--- config.mk ---
export PLATFORM = sky130hd
export DESIGN_NAME = variable_partition_allocator_core_flat
export DESIGN_NICKNAME = d
export VERILOG_FILES = /design/src/rtl/vpa_pkg.sv /design/src/rtl/vpa_req_if.sv /design/src/rtl/vpa_rsp_if.sv /design/src/rtl/variable_partition_allocator_core.sv /design/src/rtl/vpa_dp.sv /design/src/rtl/vpa_ctrl.sv /design/src/flat_wrapper.sv
export SDC_FILE = /design/constraint.sdc
export NUM_CORES = 2
export LEC_CHECK = 0
export BUFFER_PORTS_ARGS = -buffer_cell sky130_fd_sc_hd__buf_4
export CORE_ASPECT_RATIO = 2
export CORE_MARGIN = 5
export CORE_UTILIZATION = 59
export DETAILED_ROUTE_END_ITERATION = 12
export PLACE_DENSITY = 0.79
export SETUP_SLACK_MARGIN = 0.2
export SKIP_LAST_GASP = 1
export SLEW_MARGIN = 20
export SYNTH_ARGS = -nofsm -noshare
export SYNTH_HDL_FRONTEND = slang
export SYNTH_SLANG_ARGS = --single-unit
--- constraint.sdc ---
create_clock -name clock -period 6.85 [get_ports clock]
set_input_delay 1.37 -clock clock [delete_from_list [all_inputs] [get_ports clock]]
set_output_delay 1.37 -clock clock [all_outputs]
set_load 0.03 [all_outputs]
--- src/rtl/vpa_pkg.sv ---
// ----------------------------------------------------------------------------
// vpa_pkg: shared definitions for the variable partition allocator
// Table geometry, opcodes, status codes, controller states and the
// command/status types that join the controller and the datapath.
// ----------------------------------------------------------------------------
package vpa_pkg;

   // Table geometry
   localparam int TABLE_DEPTH   = 8;
   localparam int ADDR_WIDTH    = 16;
   localparam int IDX_WIDTH     = $clog2(TABLE_DEPTH);
   localparam int CNT_WIDTH     = $clog2(TABLE_DEPTH + 1);

   // Field widths of the channels
   localparam int OP_WIDTH      = 2;
   localparam int STATUS_WIDTH  = 2;
   localparam int OUT_CNT_WIDTH = 4;

   typedef enum logic [OP_WIDTH-1:0] {
      OP_ADD       = 2'd0,
      OP_BEST_FIT  = 2'd1,
      OP_WORST_FIT = 2'd2,
      OP_FREE      = 2'd3
   } opcode_type;

   typedef enum logic [STATUS_WIDTH-1:0] {
      ST_OK         = 2'd0,
      ST_NO_FIT     = 2'd1,
      ST_TABLE_FULL = 2'd2,
      ST_NOT_FOUND  = 2'd3
   } status_type;

   typedef enum logic [2:0] {
      S_IDLE,
      S_DECODE,
      S_FIT_SCAN,
      S_FIND_SCAN,
      S_FREE_NEXT,
      S_FREE_PREV,
      S_RESP
   } state_type;

   typedef enum logic [3:0] {
      CMD_NONE,
      CMD_LOAD,
      CMD_ADD,
      CMD_NO_FIT,
      CMD_FIT_STEP,
      CMD_ALLOC_FINISH,
      CMD_FIND_STEP,
      CMD_NOT_FOUND,
      CMD_FREE_MARK,
      CMD_MERGE_NEXT,
      CMD_MERGE_PREV
   } dp_cmd_type;

   // Datapath flags seen by the controller
   typedef struct packed {
      opcode_type opcode;
      logic       size_zero;
      logic       scan_end;
      logic       rd_hit;
      logic       rd_used;
   } dp_status_type;

endpackage

--- src/rtl/vpa_req_if.sv ---
// ----------------------------------------------------------------------------
// vpa_req_if: request channel
// Valid/ready channel that carries one allocator request transaction.
// ----------------------------------------------------------------------------
interface vpa_req_if;
   import vpa_pkg::*;

   logic                  valid;
   logic                  ready;
   logic [OP_WIDTH-1:0]   opcode;
   logic [ADDR_WIDTH-1:0] addr;
   logic [ADDR_WIDTH-1:0] req_size;
   logic                  mark_used;

   modport source (output valid, output opcode, output addr, output req_size,
                   output mark_used, input ready);
   modport sink   (input valid, input opcode, input addr, input req_size,
                   input mark_used, output ready);
endinterface

--- src/rtl/vpa_rsp_if.sv ---
// ----------------------------------------------------------------------------
// vpa_rsp_if: response channel
// Valid/ready channel that carries one allocator response transaction.
// ----------------------------------------------------------------------------
interface vpa_rsp_if;
   import vpa_pkg::*;

   logic                     valid;
   logic                     ready;
   logic [STATUS_WIDTH-1:0]  status;
   logic [ADDR_WIDTH-1:0]    block_start;
   logic [ADDR_WIDTH-1:0]    block_size;
   logic [OUT_CNT_WIDTH-1:0] free_count;
   logic [OUT_CNT_WIDTH-1:0] entry_total;

   modport source (output valid, output status, output block_start, output block_size,
                   output free_count, output entry_total, input ready);
   modport sink   (input valid, input status, input block_start, input block_size,
                   input free_count, input entry_total, output ready);
endinterface

--- src/rtl/variable_partition_allocator_core.sv ---
// Sequence: add goes from request accept through decode to the response; allocate
// runs the fit scan, one entry per cycle, then the finish step; free runs
// the address scan, the release and one merge step for each neighbor.
// Throughput: one transaction at a time; the next is taken as the response drains.
// Reset: synchronous; the table empties (entry and free counts zero), no
// clearing pass is needed.
// ----------------------------------------------------------------------------
// variable_partition_allocator_core: best-fit / worst-fit partition allocator
// Ordered partition table with add, best-fit and worst-fit allocate with
// split, and free with merge of touching free neighbors.
// ----------------------------------------------------------------------------
module variable_partition_allocator_core (
   input logic      clock,
   input logic      reset,
   vpa_req_if.sink   req_chan,
   vpa_rsp_if.source rsp_chan
);
   import vpa_pkg::*;

   dp_cmd_type    cmd;
   dp_status_type sts;
   logic          ctrl_req_ready;
   logic          ctrl_rsp_valid;

   // Sequencer
   vpa_ctrl u_ctrl (
      .clock     (clock),
      .reset     (reset),
      .req_valid (req_chan.valid),
      .req_ready (ctrl_req_ready),
      .rsp_valid (ctrl_rsp_valid),
      .rsp_ready (rsp_chan.ready),
      .sts       (sts),
      .cmd       (cmd)
   );

   // Table and arithmetic
   vpa_dp u_dp (
      .clock           (clock),
      .reset           (reset),
      .cmd             (cmd),
      .sts             (sts),
      .req_opcode      (req_chan.opcode),
      .req_addr        (req_chan.addr),
      .req_size        (req_chan.req_size),
      .req_mark_used   (req_chan.mark_used),
      .rsp_status      (rsp_chan.status),
      .rsp_block_start (rsp_chan.block_start),
      .rsp_block_size  (rsp_chan.block_size),
      .rsp_free_count  (rsp_chan.free_count),
      .rsp_entry_total (rsp_chan.entry_total)
   );

   assign req_chan.ready = ctrl_req_ready;
   assign rsp_chan.valid = ctrl_rsp_valid;

endmodule

--- src/rtl/vpa_dp.sv ---
// ----------------------------------------------------------------------------
// vpa_dp: allocator datapath
// Partition table, scan pointer, best candidate, merge arithmetic and the
// response registers. Executes one command from the controller per cycle.
// ----------------------------------------------------------------------------
module vpa_dp (
   input  logic                             clock,
   input  logic                             reset,
   input  vpa_pkg::dp_cmd_type              cmd,
   output vpa_pkg::dp_status_type           sts,
   input  logic [vpa_pkg::OP_WIDTH-1:0]     req_opcode,
   input  logic [vpa_pkg::ADDR_WIDTH-1:0]   req_addr,
   input  logic [vpa_pkg::ADDR_WIDTH-1:0]   req_size,
   input  logic                             req_mark_used,
   output logic [vpa_pkg::STATUS_WIDTH-1:0] rsp_status,
   output logic [vpa_pkg::ADDR_WIDTH-1:0]   rsp_block_start,
   output logic [vpa_pkg::ADDR_WIDTH-1:0]   rsp_block_size,
   output logic [vpa_pkg::OUT_CNT_WIDTH-1:0] rsp_free_count,
   output logic [vpa_pkg::OUT_CNT_WIDTH-1:0] rsp_entry_total
);
   import vpa_pkg::*;

   // Partition table
   logic [ADDR_WIDTH-1:0] start_ff [TABLE_DEPTH];
   logic [ADDR_WIDTH-1:0] start_in [TABLE_DEPTH];
   logic [ADDR_WIDTH-1:0] size_ff  [TABLE_DEPTH];
   logic [ADDR_WIDTH-1:0] size_in  [TABLE_DEPTH];
   logic                  used_ff  [TABLE_DEPTH];
   logic                  used_in  [TABLE_DEPTH];

   // Control state
   logic [CNT_WIDTH-1:0]  cnt_ff, cnt_in;
   logic [CNT_WIDTH-1:0]  free_ff, free_in;
   logic [CNT_WIDTH-1:0]  ptr_ff, ptr_in;
   logic                  found_ff, found_in;

   // Working payload
   opcode_type            op_ff, op_in;
   logic [ADDR_WIDTH-1:0] addr_ff, addr_in;
   logic [ADDR_WIDTH-1:0] size_req_ff, size_req_in;
   logic                  mark_ff, mark_in;
   logic [IDX_WIDTH-1:0]  pick_ff, pick_in;
   logic [ADDR_WIDTH-1:0] pick_size_ff, pick_size_in;
   logic [ADDR_WIDTH-1:0] pick_start_ff, pick_start_in;
   logic [IDX_WIDTH-1:0]  k_ff, k_in;
   logic [ADDR_WIDTH-1:0] cur_start_ff, cur_start_in;
   logic [ADDR_WIDTH-1:0] cur_size_ff, cur_size_in;
   status_type            status_ff, status_in;
   logic [ADDR_WIDTH-1:0] bstart_ff, bstart_in;
   logic [ADDR_WIDTH-1:0] bsize_ff, bsize_in;

   // Single read port at the scan pointer
   logic [IDX_WIDTH-1:0]  rd_idx;
   logic [ADDR_WIDTH-1:0] rd_start;
   logic [ADDR_WIDTH-1:0] rd_size;
   logic                  rd_used;
   logic [IDX_WIDTH-1:0]  cnt_idx;
   logic                  full;
   logic                  better;
   logic [ADDR_WIDTH:0]   pair_sum;
   logic [ADDR_WIDTH:0]   cur_end;
   logic [ADDR_WIDTH:0]   rd_end;
   logic                  next_ok;
   logic                  prev_ok;
   logic [CNT_WIDTH-1:0]  pick_next;
   logic [CNT_WIDTH-1:0]  k_wide;

   assign rd_idx   = ptr_ff[IDX_WIDTH-1:0];
   assign rd_start = start_ff[rd_idx];
   assign rd_size  = size_ff[rd_idx];
   assign rd_used  = used_ff[rd_idx];
   assign cnt_idx  = cnt_ff[IDX_WIDTH-1:0];
   assign full     = (cnt_ff == CNT_WIDTH'(TABLE_DEPTH));

   // Merge arithmetic: touching addresses and no carry out of the sum
   assign pair_sum = {1'b0, cur_size_ff} + {1'b0, rd_size};
   assign cur_end  = {1'b0, cur_start_ff} + {1'b0, cur_size_ff};
   assign rd_end   = {1'b0, rd_start} + {1'b0, rd_size};
   assign next_ok  = (ptr_ff < cnt_ff) && !rd_used && (cur_end == {1'b0, rd_start})
                     && !pair_sum[ADDR_WIDTH];
   assign prev_ok  = (k_ff != '0) && !rd_used && (rd_end == {1'b0, cur_start_ff})
                     && !pair_sum[ADDR_WIDTH];

   // Fit candidate compare, earliest entry wins ties
   assign better = !rd_used && (rd_size >= size_req_ff) &&
                   (!found_ff ||
                    ((op_ff == OP_BEST_FIT) && (rd_size < pick_size_ff)) ||
                    ((op_ff == OP_WORST_FIT) && (rd_size > pick_size_ff)));

   assign pick_next = CNT_WIDTH'(pick_ff) + CNT_WIDTH'(1);
   assign k_wide    = CNT_WIDTH'(k_ff);

   // Flags for the controller
   assign sts.opcode    = op_ff;
   assign sts.size_zero = (size_req_ff == '0);
   assign sts.scan_end  = (ptr_ff >= cnt_ff);
   assign sts.rd_hit    = (rd_start == addr_ff);
   assign sts.rd_used   = rd_used;

   // Execute the current command
   always_comb begin
      start_in      = start_ff;
      size_in       = size_ff;
      used_in       = used_ff;
      cnt_in        = cnt_ff;
      free_in       = free_ff;
      ptr_in        = ptr_ff;
      found_in      = found_ff;
      op_in         = op_ff;
      addr_in       = addr_ff;
      size_req_in   = size_req_ff;
      mark_in       = mark_ff;
      pick_in       = pick_ff;
      pick_size_in  = pick_size_ff;
      pick_start_in = pick_start_ff;
      k_in          = k_ff;
      cur_start_in  = cur_start_ff;
      cur_size_in   = cur_size_ff;
      status_in     = status_ff;
      bstart_in     = bstart_ff;
      bsize_in      = bsize_ff;

      unique case (cmd)
         CMD_NONE: begin
         end
         CMD_LOAD: begin
            op_in       = opcode_type'(req_opcode);
            addr_in     = req_addr;
            size_req_in = req_size;
            mark_in     = req_mark_used;
            ptr_in      = '0;
            found_in    = 1'b0;
         end
         CMD_ADD: begin
            if (!full) begin
               start_in[cnt_idx] = addr_ff;
               size_in[cnt_idx]  = size_req_ff;
               used_in[cnt_idx]  = mark_ff;
               cnt_in            = cnt_ff + CNT_WIDTH'(1);
               free_in           = free_ff + CNT_WIDTH'(!mark_ff);
               status_in         = ST_OK;
               bstart_in         = addr_ff;
               bsize_in          = size_req_ff;
            end else begin
               status_in = ST_TABLE_FULL;
               bstart_in = '0;
               bsize_in  = '0;
            end
         end
         CMD_NO_FIT: begin
            status_in = ST_NO_FIT;
            bstart_in = '0;
            bsize_in  = '0;
         end
         CMD_FIT_STEP: begin
            if (better) begin
               found_in      = 1'b1;
               pick_in       = rd_idx;
               pick_size_in  = rd_size;
               pick_start_in = rd_start;
            end
            ptr_in = ptr_ff + CNT_WIDTH'(1);
         end
         CMD_ALLOC_FINISH: begin
            if (!found_ff) begin
               status_in = ST_NO_FIT;
               bstart_in = '0;
               bsize_in  = '0;
            end else if (pick_size_ff == size_req_ff) begin
               used_in[pick_ff] = 1'b1;
               free_in          = free_ff - CNT_WIDTH'(1);
               status_in        = ST_OK;
               bstart_in        = pick_start_ff;
               bsize_in         = size_req_ff;
            end else if (!full) begin
               // split: open a slot after the pick and place the free remainder there
               for (int j = 0; j < TABLE_DEPTH; j++) begin
                  if ((CNT_WIDTH'(j) > pick_next) && (CNT_WIDTH'(j) <= cnt_ff)) begin
                     start_in[j] = start_ff[(j == 0) ? 0 : j - 1];
                     size_in[j]  = size_ff[(j == 0) ? 0 : j - 1];
                     used_in[j]  = used_ff[(j == 0) ? 0 : j - 1];
                  end else if (CNT_WIDTH'(j) == pick_next) begin
                     start_in[j] = pick_start_ff + size_req_ff;
                     size_in[j]  = pick_size_ff - size_req_ff;
                     used_in[j]  = 1'b0;
                  end else if (CNT_WIDTH'(j) == CNT_WIDTH'(pick_ff)) begin
                     size_in[j]  = size_req_ff;
                     used_in[j]  = 1'b1;
                  end
               end
               cnt_in    = cnt_ff + CNT_WIDTH'(1);
               status_in = ST_OK;
               bstart_in = pick_start_ff;
               bsize_in  = size_req_ff;
            end else begin
               status_in = ST_TABLE_FULL;
               bstart_in = '0;
               bsize_in  = '0;
            end
         end
         CMD_FIND_STEP: begin
            ptr_in = ptr_ff + CNT_WIDTH'(1);
         end
         CMD_NOT_FOUND: begin
            status_in = ST_NOT_FOUND;
            bstart_in = '0;
            bsize_in  = '0;
         end
         CMD_FREE_MARK: begin
            used_in[rd_idx] = 1'b0;
            free_in         = free_ff + CNT_WIDTH'(1);
            k_in            = rd_idx;
            cur_start_in    = rd_start;
            cur_size_in     = rd_size;
            ptr_in          = ptr_ff + CNT_WIDTH'(1);
         end
         CMD_MERGE_NEXT: begin
            // absorb the following entry and close the gap it leaves
            if (next_ok) begin
               size_in[k_ff] = pair_sum[ADDR_WIDTH-1:0];
               cur_size_in   = pair_sum[ADDR_WIDTH-1:0];
               for (int j = 0; j < TABLE_DEPTH; j++) begin
                  if ((CNT_WIDTH'(j) >= ptr_ff) && (CNT_WIDTH'(j + 1) < cnt_ff)) begin
                     start_in[j] = start_ff[(j == TABLE_DEPTH - 1) ? j : j + 1];
                     size_in[j]  = size_ff[(j == TABLE_DEPTH - 1) ? j : j + 1];
                     used_in[j]  = used_ff[(j == TABLE_DEPTH - 1) ? j : j + 1];
                  end
               end
               cnt_in  = cnt_ff - CNT_WIDTH'(1);
               free_in = free_ff - CNT_WIDTH'(1);
            end
            ptr_in = k_wide - CNT_WIDTH'(1);
         end
         CMD_MERGE_PREV: begin
            // fold the released entry into the preceding one
            if (prev_ok) begin
               size_in[rd_idx] = pair_sum[ADDR_WIDTH-1:0];
               for (int j = 0; j < TABLE_DEPTH; j++) begin
                  if ((CNT_WIDTH'(j) >= k_wide) && (CNT_WIDTH'(j + 1) < cnt_ff)) begin
                     start_in[j] = start_ff[(j == TABLE_DEPTH - 1) ? j : j + 1];
                     size_in[j]  = size_ff[(j == TABLE_DEPTH - 1) ? j : j + 1];
                     used_in[j]  = used_ff[(j == TABLE_DEPTH - 1) ? j : j + 1];
                  end
               end
               cnt_in    = cnt_ff - CNT_WIDTH'(1);
               free_in   = free_ff - CNT_WIDTH'(1);
               bstart_in = rd_start;
               bsize_in  = pair_sum[ADDR_WIDTH-1:0];
            end else begin
               bstart_in = cur_start_ff;
               bsize_in  = cur_size_ff;
            end
            status_in = ST_OK;
         end
      endcase
   end

   // Control registers
   always_ff @(posedge clock) begin
      if (reset) begin
         cnt_ff   <= '0;
         free_ff  <= '0;
         ptr_ff   <= '0;
         found_ff <= 1'b0;
      end else begin
         cnt_ff   <= cnt_in;
         free_ff  <= free_in;
         ptr_ff   <= ptr_in;
         found_ff <= found_in;
      end
   end

   // Table and payload registers
   always_ff @(posedge clock) begin
      start_ff      <= start_in;
      size_ff       <= size_in;
      used_ff       <= used_in;
      op_ff         <= op_in;
      addr_ff       <= addr_in;
      size_req_ff   <= size_req_in;
      mark_ff       <= mark_in;
      pick_ff       <= pick_in;
      pick_size_ff  <= pick_size_in;
      pick_start_ff <= pick_start_in;
      k_ff          <= k_in;
      cur_start_ff  <= cur_start_in;
      cur_size_ff   <= cur_size_in;
      status_ff     <= status_in;
      bstart_ff     <= bstart_in;
      bsize_ff      <= bsize_in;
   end

   // Drive the response payload
   assign rsp_status      = status_ff;
   assign rsp_block_start = bstart_ff;
   assign rsp_block_size  = bsize_ff;
   assign rsp_free_count  = OUT_CNT_WIDTH'(free_ff);
   assign rsp_entry_total = OUT_CNT_WIDTH'(cnt_ff);

`ifndef ASSERT_OFF
   a_cnt_bound: assert property (@(posedge clock) disable iff (reset)
      cnt_ff <= CNT_WIDTH'(TABLE_DEPTH))
      else $error("entry count exceeds table depth");

   a_free_bound: assert property (@(posedge clock) disable iff (reset)
      free_ff <= cnt_ff)
      else $error("free count exceeds entry count");

   a_split_grows: assert property (@(posedge clock) disable iff (reset)
      (cmd == CMD_ALLOC_FINISH && found_ff && pick_size_ff != size_req_ff && !full)
      |=> cnt_ff == $past(cnt_ff) + CNT_WIDTH'(1))
      else $error("split did not insert a remainder entry");
`endif

endmodule

--- src/rtl/vpa_ctrl.sv ---
// ----------------------------------------------------------------------------
// vpa_ctrl: allocator controller
// Sequences decode, table scans and merges, and runs both channel
// handshakes. Issues one datapath command per cycle.
// ----------------------------------------------------------------------------
module vpa_ctrl (
   input  logic                   clock,
   input  logic                   reset,
   input  logic                   req_valid,
   output logic                   req_ready,
   output logic                   rsp_valid,
   input  logic                   rsp_ready,
   input  vpa_pkg::dp_status_type sts,
   output vpa_pkg::dp_cmd_type    cmd
);
   import vpa_pkg::*;

   state_type state_ff, state_in;

   // State register
   always_ff @(posedge clock) begin
      if (reset) begin
         state_ff <= S_IDLE;
      end else begin
         state_ff <= state_in;
      end
   end

   // Next state and commands
   always_comb begin
      state_in  = state_ff;
      cmd       = CMD_NONE;
      req_ready = 1'b0;
      rsp_valid = 1'b0;
      unique case (state_ff)
         S_IDLE: begin
            req_ready = 1'b1;
            if (req_valid) begin
               cmd      = CMD_LOAD;
               state_in = S_DECODE;
            end
         end
         S_DECODE: begin
            unique case (sts.opcode)
               OP_ADD: begin
                  cmd      = CMD_ADD;
                  state_in = S_RESP;
               end
               OP_BEST_FIT, OP_WORST_FIT: begin
                  if (sts.size_zero) begin
                     cmd      = CMD_NO_FIT;
                     state_in = S_RESP;
                  end else begin
                     state_in = S_FIT_SCAN;
                  end
               end
               OP_FREE: begin
                  state_in = S_FIND_SCAN;
               end
            endcase
         end
         S_FIT_SCAN: begin
            if (sts.scan_end) begin
               cmd      = CMD_ALLOC_FINISH;
               state_in = S_RESP;
            end else begin
               cmd = CMD_FIT_STEP;
            end
         end
         S_FIND_SCAN: begin
            // stop at the first entry whose start matches
            priority if (sts.scan_end) begin
               cmd      = CMD_NOT_FOUND;
               state_in = S_RESP;
            end else if (sts.rd_hit && sts.rd_used) begin
               cmd      = CMD_FREE_MARK;
               state_in = S_FREE_NEXT;
            end else if (sts.rd_hit) begin
               cmd      = CMD_NOT_FOUND;
               state_in = S_RESP;
            end else begin
               cmd = CMD_FIND_STEP;
            end
         end
         S_FREE_NEXT: begin
            cmd      = CMD_MERGE_NEXT;
            state_in = S_FREE_PREV;
         end
         S_FREE_PREV: begin
            cmd      = CMD_MERGE_PREV;
            state_in = S_RESP;
         end
         S_RESP: begin
            // hold the result; take the next transaction as it drains
            rsp_valid = 1'b1;
            req_ready = rsp_ready;
            if (rsp_ready) begin
               if (req_valid) begin
                  cmd      = CMD_LOAD;
                  state_in = S_DECODE;
               end else begin
                  state_in = S_IDLE;
               end
            end
         end
      endcase
   end

`ifndef ASSERT_OFF
   a_busy_blocks_req: assert property (@(posedge clock) disable iff (reset)
      (state_ff == S_DECODE || state_ff == S_FIT_SCAN || state_ff == S_FIND_SCAN ||
       state_ff == S_FREE_NEXT || state_ff == S_FREE_PREV) |-> !req_ready)
      else $error("request taken during table work");

   a_rsp_after_work: assert property (@(posedge clock) disable iff (reset)
      $rose(rsp_valid) |-> ($past(state_ff) == S_DECODE || $past(state_ff) == S_FIT_SCAN ||
                            $past(state_ff) == S_FIND_SCAN || $past(state_ff) == S_FREE_PREV))
      else $error("response raised without a finishing step");

   a_load_on_accept: assert property (@(posedge clock) disable iff (reset)
      (req_valid && req_ready) |-> cmd == CMD_LOAD)
      else $error("accepted request not latched");
`endif

endmodule
--- src/flat_wrapper.sv ---
// flat-port wrapper written by rule: the top's interface ports become plain ports
module variable_partition_allocator_core_flat import vpa_pkg::*;
  (clock, reset, req_chan_valid, req_chan_opcode, req_chan_addr, req_chan_req_size, req_chan_mark_used, req_chan_ready, rsp_chan_valid, rsp_chan_status, rsp_chan_block_start, rsp_chan_block_size, rsp_chan_free_count, rsp_chan_entry_total, rsp_chan_ready);
  vpa_req_if req_chan_i ();
  vpa_rsp_if rsp_chan_i ();
  input logic clock;
  input logic reset;
  input wire logic [$bits(req_chan_i.valid)-1:0] req_chan_valid;
  input wire logic [$bits(req_chan_i.opcode)-1:0] req_chan_opcode;
  input wire logic [$bits(req_chan_i.addr)-1:0] req_chan_addr;
  input wire logic [$bits(req_chan_i.req_size)-1:0] req_chan_req_size;
  input wire logic [$bits(req_chan_i.mark_used)-1:0] req_chan_mark_used;
  output wire logic [$bits(req_chan_i.ready)-1:0] req_chan_ready;
  output wire logic [$bits(rsp_chan_i.valid)-1:0] rsp_chan_valid;
  output wire logic [$bits(rsp_chan_i.status)-1:0] rsp_chan_status;
  output wire logic [$bits(rsp_chan_i.block_start)-1:0] rsp_chan_block_start;
  output wire logic [$bits(rsp_chan_i.block_size)-1:0] rsp_chan_block_size;
  output wire logic [$bits(rsp_chan_i.free_count)-1:0] rsp_chan_free_count;
  output wire logic [$bits(rsp_chan_i.entry_total)-1:0] rsp_chan_entry_total;
  input wire logic [$bits(rsp_chan_i.ready)-1:0] rsp_chan_ready;
  assign req_chan_i.valid = req_chan_valid;
  assign req_chan_i.opcode = req_chan_opcode;
  assign req_chan_i.addr = req_chan_addr;
  assign req_chan_i.req_size = req_chan_req_size;
  assign req_chan_i.mark_used = req_chan_mark_used;
  assign req_chan_ready = req_chan_i.ready;
  assign rsp_chan_valid = rsp_chan_i.valid;
  assign rsp_chan_status = rsp_chan_i.status;
  assign rsp_chan_block_start = rsp_chan_i.block_start;
  assign rsp_chan_block_size = rsp_chan_i.block_size;
  assign rsp_chan_free_count = rsp_chan_i.free_count;
  assign rsp_chan_entry_total = rsp_chan_i.entry_total;
  assign rsp_chan_i.ready = rsp_chan_ready;
  variable_partition_allocator_core u_core (.clock(clock), .reset(reset), .req_chan(req_chan_i), .rsp_chan(rsp_chan_i));
endmodule
==> run summary, run 1 <==
sequential share of the synthesized area - 35.7%
GP Congestion - 1.13
# Post-CTS Setup Buffers - 0
Post-synth EDFFs - 403
Gate Count Post-Synth - 4141
post-synth top area share - 34.8%
simple-gate share of the synthesized area - 14.4%
GRT Total Usage - 59.5%
Async SR Flop Fraction - 0%
pin count of the biggest net entering global routing - 140
GR Overflow Total - 6
Inst Count DP - 4842
Netlist cell types - 86
status - stopped before the end
largest family of logic cells by synthesized area - compound AO/OA/AOI/OAI gates
clk root buf - clkbuf_16
hold_buf cts - 0
total of warnings raised by yosys - 0
Cell Area, Synth - 34800 um^2
total CTS buffers - 42
FP Rows - 126
Syn Nets - 4328
vias in the first global route - 39900
clk sink count - 419
chip height - 353 um
DP HPWL - 130000 um
Initial Utilization - 59.1%
mux contribution to synthesized area - 3.25%
CTS max path bufs - 3
htree depth - 2
Area contributors post-synth - edfxtp_1, o21ai_0, a21oi_1
compound-cell area share of the yosys netlist - 33.5%
Port Buf Inserts - 82
adder-cell area share of the yosys netlist - 5.45%
Die X - 182 um
first-pass GRT wire length - 286000 um
Halt Stage - global routing (5_1_grt)
Area after DPL - 36900 um^2
flops & latches, synth - 419
post-synth top area cell - edfxtp_1
Error - [ERROR GRT-0116] Global routing finished with congestion. Check the congestion regions in the DRC Viewer.
Mean Syn Cell Area - 8.40 um^2
io pins - 83
pre-CTS WS - 0.390 ns
Post-synth top flop - edfxtp_1
xor/xnor share of the synthesized area - 2.47%
Resized Gates After CTS - 0
[per-layer routing]
layer	overflow	track usage, %
met5	0	4.62
met2	2	85.3
met3	0	28.7
met1	0	60.6
met4	4	60.7
[synth_stat cells, types with 8 or more instances]
cell type	instances
nor2b_1	23
a22oi_1	130
mux2_2	30
edfxtp_1	403
xnor2_1	58
nand4_1	29
a221o_1	54
o21a_1	30
a211o_1	13
and3_1	21
o2bb2ai_1	8
a21o_1	36
nand2_1	457
o31ai_1	14
dfxtp_1	16
inv_1	91
xor2_1	40
a221oi_1	43
o211ai_1	221
or3_1	18
nor3_1	57
a22o_1	28
ha_1	142
a31oi_1	30
a222oi_1	45
nor2_1	341
o22ai_1	84
o21bai_1	13
or4_1	11
nand2b_1	23
a31o_2	10
nand3_1	76
nor3b_1	9
buf_2	13
mux2i_1	69
o221ai_1	60
or2_2	8
nor4_1	13
clkbuf_1	336
o2111ai_1	9
a211oi_1	44
buf_1	21
a21oi_1	373
o21ai_0	467
[metrics by stage]
step | utilization (%) | hold slack (ns)
after floorplan | - | 0.446
after global placement | 62.8 | 0.475
after detailed placement | 62.8 | 0.484
after CTS | 65.1 | 0.493
[cells by family after synthesis]
| group | after synthesis |
|---|---|
| AO/OA/AOI/OAI | 1774 |
| XOR/XNOR | 98 |
| adder cells (fa/ha/maj) | 148 |
| buffers and inverters | 474 |
| flip-flops | 419 |
| multiplexers | 104 |
| AND/OR/NAND/NOR | 1124 |
==> run 2, diff against run 1 <==
Settings changed: CORE_ASPECT_RATIO 2 to unset, CORE_UTILIZATION 59 to 40, PLACE_DENSITY 0.79 to unset, PLACE_DENSITY_LB_ADDON set to 0.15, SETUP_SLACK_MARGIN 0.2 to unset.
Clock period 6.85 ns to 8.9 ns, I/O delays scaled along.
==> run 2 against run 1 <==
The run now ends clean; synthesized area unchanged; synthesized cell count did not move.
==> run summary, run 2 <==
status - complete, no violations
# Post-CTS Setup Buffers - 0 (unchanged)
total CTS buffers - 54 (+29%)
Worst EP arrival - 7.96 ns
1st-iter DRT viols - 5845
Reg2Reg Depth - 19
Final Hold Fails - 0
Synth top cells by count - o21ai_0, nand2_1, edfxtp_1, a21oi_1, nor2_1
sequential share of the synthesized area - 35.7% (unchanged)
RSZ-0062 raised after global routing - no
Final Max Tran Viols - 0
crit path capture type - register
count leader, synth - o21ai_0
flops & latches, synth - 419 (unchanged)
io pins - 83 (unchanged)
CP Launch Point - u_core.u_dp.ptr_ff[2]
WL final - 174000 um
Initial Utilization - 40.2% (-19 points)
clk slew on worst S/H paths - 0.06 ns
setup slack, reg-to-reg - 1.23 ns
Post-synth top flop - edfxtp_1
fin util - 44.9%
# nets final - 4255
Async SR Flop Fraction - 0% (unchanged)
Post-synth EDFFs - 403 (unchanged)
wire length per cell - 33.1 um
leading cell types in the layout, fill and taps excluded - o21ai_0, nand2_1, edfxtp_1, a21oi_1, nor2_1
Area contributors post-synth - edfxtp_1, o21ai_0, a21oi_1
CTS tree - built
pwr dens - 461 nW/um^2
clk sink count - 419 (unchanged)
LEAKAGE - 14.2 nW
vias in the first global route - 33900
Max Clock Freq - 130 MHz
Syn Nets - 4328 (unchanged)
worst skew pair latency - 0.68 ns
hold_buf cts - 0 (unchanged)
FP Rows - 108 (-14%)
GR Overflow Total - 0
synth-to-layout area growth - 11.5%
worst-margin pin slew - 1.25 ns
Tmin final - 7.67 ns
Port Buf Inserts - 82 (unchanged)
Cell Area, Synth - 34800 um^2 (unchanged)
worst vdd ir - 290 uV
hold wc startpoint - u_core.u_dp.rsp_free_count[3]
crit path kind - register to register
setup TNS - 0 ns
DRT antenna net count - 0
first-pass GRT wire length - 247000 um
Required @ worst endpoint - 9.19 ns
DRT Pass-1 Iters - 9
GRT Total Usage - 35.4%
commonest non-fill, non-tap cell in the layout - o21ai_0
post-synth top area cell - edfxtp_1
post-synth top area share - 34.8% (unchanged)
startpoint types - register
Hold/Removal Path Class - register to register
Gate Count Post-Synth - 4141 (unchanged)
max-cap viol count - 0
worst-path maximum fanout - 28
chip height - 305 um (-14%)
Core ar. - 86500 um^2
Max-slew headroom - 16.5%
htree depth - 2 (unchanged)
total of warnings raised by yosys - 0 (unchanged)
Finish-stage setup viols - 0
Tcrit/Tclk final - 86.2%
DP HPWL - 122000 um (-6.4%)
Mean Syn Cell Area - 8.40 um^2 (unchanged)
Reg2Reg Launch Point - u_core.u_dp.ptr_ff[2]
Netlist cell types - 86 (unchanged)
pin count of the biggest net entering global routing - 77
GP Congestion - 1.03 (-8.9%)
Vias per Instance - 7.00
CTS max path bufs - 3 (unchanged)
Final Skew - 0.0315 ns
layout cell share with drive strength beyond 1 - 10.9%
post-layout power - 17.9 mW
Die Area - 92900 um^2
antenna violations before repair - 11
drc violations - 0
Die X - 305 um (+68%)
Resized Gates After CTS - 0 (unchanged)
total vias in the final route - 36900
clk root buf - clkbuf_16
-- run 2: cells by family (layout without fill, tap and decap cells) --
kind of cell	count (synthesis)	count (layout)	synth area share [%]
xor+xnor	98	98	2.47
simple gates	1124	1124	14.4
buf+inv	474	446	5.31
fa+ha+maj	148	148	5.45
other cells	0	1	0
mux	104	104	3.25
flops	419	419	35.7
compound gates	1774	1774	33.5
-- run 2: final cells by class --
type	instances	area (um^2)
fill	8639	47700
clock buffer	63	1390
clock inverter	38	485
antenna	1	2.50
tap	1155	1450
inverter	97	369
multi-input combinational	3248	20800
timing repair buffer	248	1880
sequential	419	12400
-- run 2: worst min path at each step --
stage / end / cells after the start
global route: u_core.u_dp.rsp_free_count[2] / 2
floorplan: u_core.u_dp.k_ff[2] / 0
global placement: u_core.u_dp.rsp_free_count[3] / 2
detailed placement: u_core.u_dp.rsp_free_count[3] / 2
finish: u_core.u_dp.rsp_free_count[3] / 2
CTS: u_core.u_dp.rsp_free_count[3] / 2
-- run 2: per-layer routing --
metal | wire (um) | GRT usage (%)
met4 | 14900 | 23.7
met2 | 74600 | 53.7
met5 | 28 | 0
met1 | 66400 | 46.0
met3 | 18300 | 6.83
-- run 2: stage by stage --
stage	setup WS, ns	area (um^2)	instances	hold slack [ns]
after CTS	1.44	38800	5267	0.504
after global placement	1.13	36900	5164	0.489
after floorplan	1.65	34800	4141	0.446
after detailed placement	1.46	36900	5166	0.494
final	1.23	38800	5269	0.502
after global routing	0.840	38800	5268	0.533
-- run 2: where the power goes --
part,switching [mW],internal [mW]
Sequential,0.763,3.15
Clock,1.02,1.41
Combinational,7.87,3.68
Total,9.65,8.24
-- run 2: worst max-delay path, stage by stage (launching register included) --
cell and delay [ns]:
dfxtp_2 0.78, buf_4 0.37, nor3b_2 0.09, buf_4 0.26
a22o_1 0.27, a221oi_1 0.27, nand3_1 0.46, ha_1 0.44
a21oi_1 0.30, o32ai_1 0.15, a2111o_1 0.45, or4_1 0.54
nor4_1 0.28, nand4_1 0.14, nor3_1 0.21, buf_4 0.17
o21a_1 0.41, o21ai_1 0.30, nor2_1 0.51, o211a_1 0.86
No activity file was read; power rests on OpenSTA's default activity.
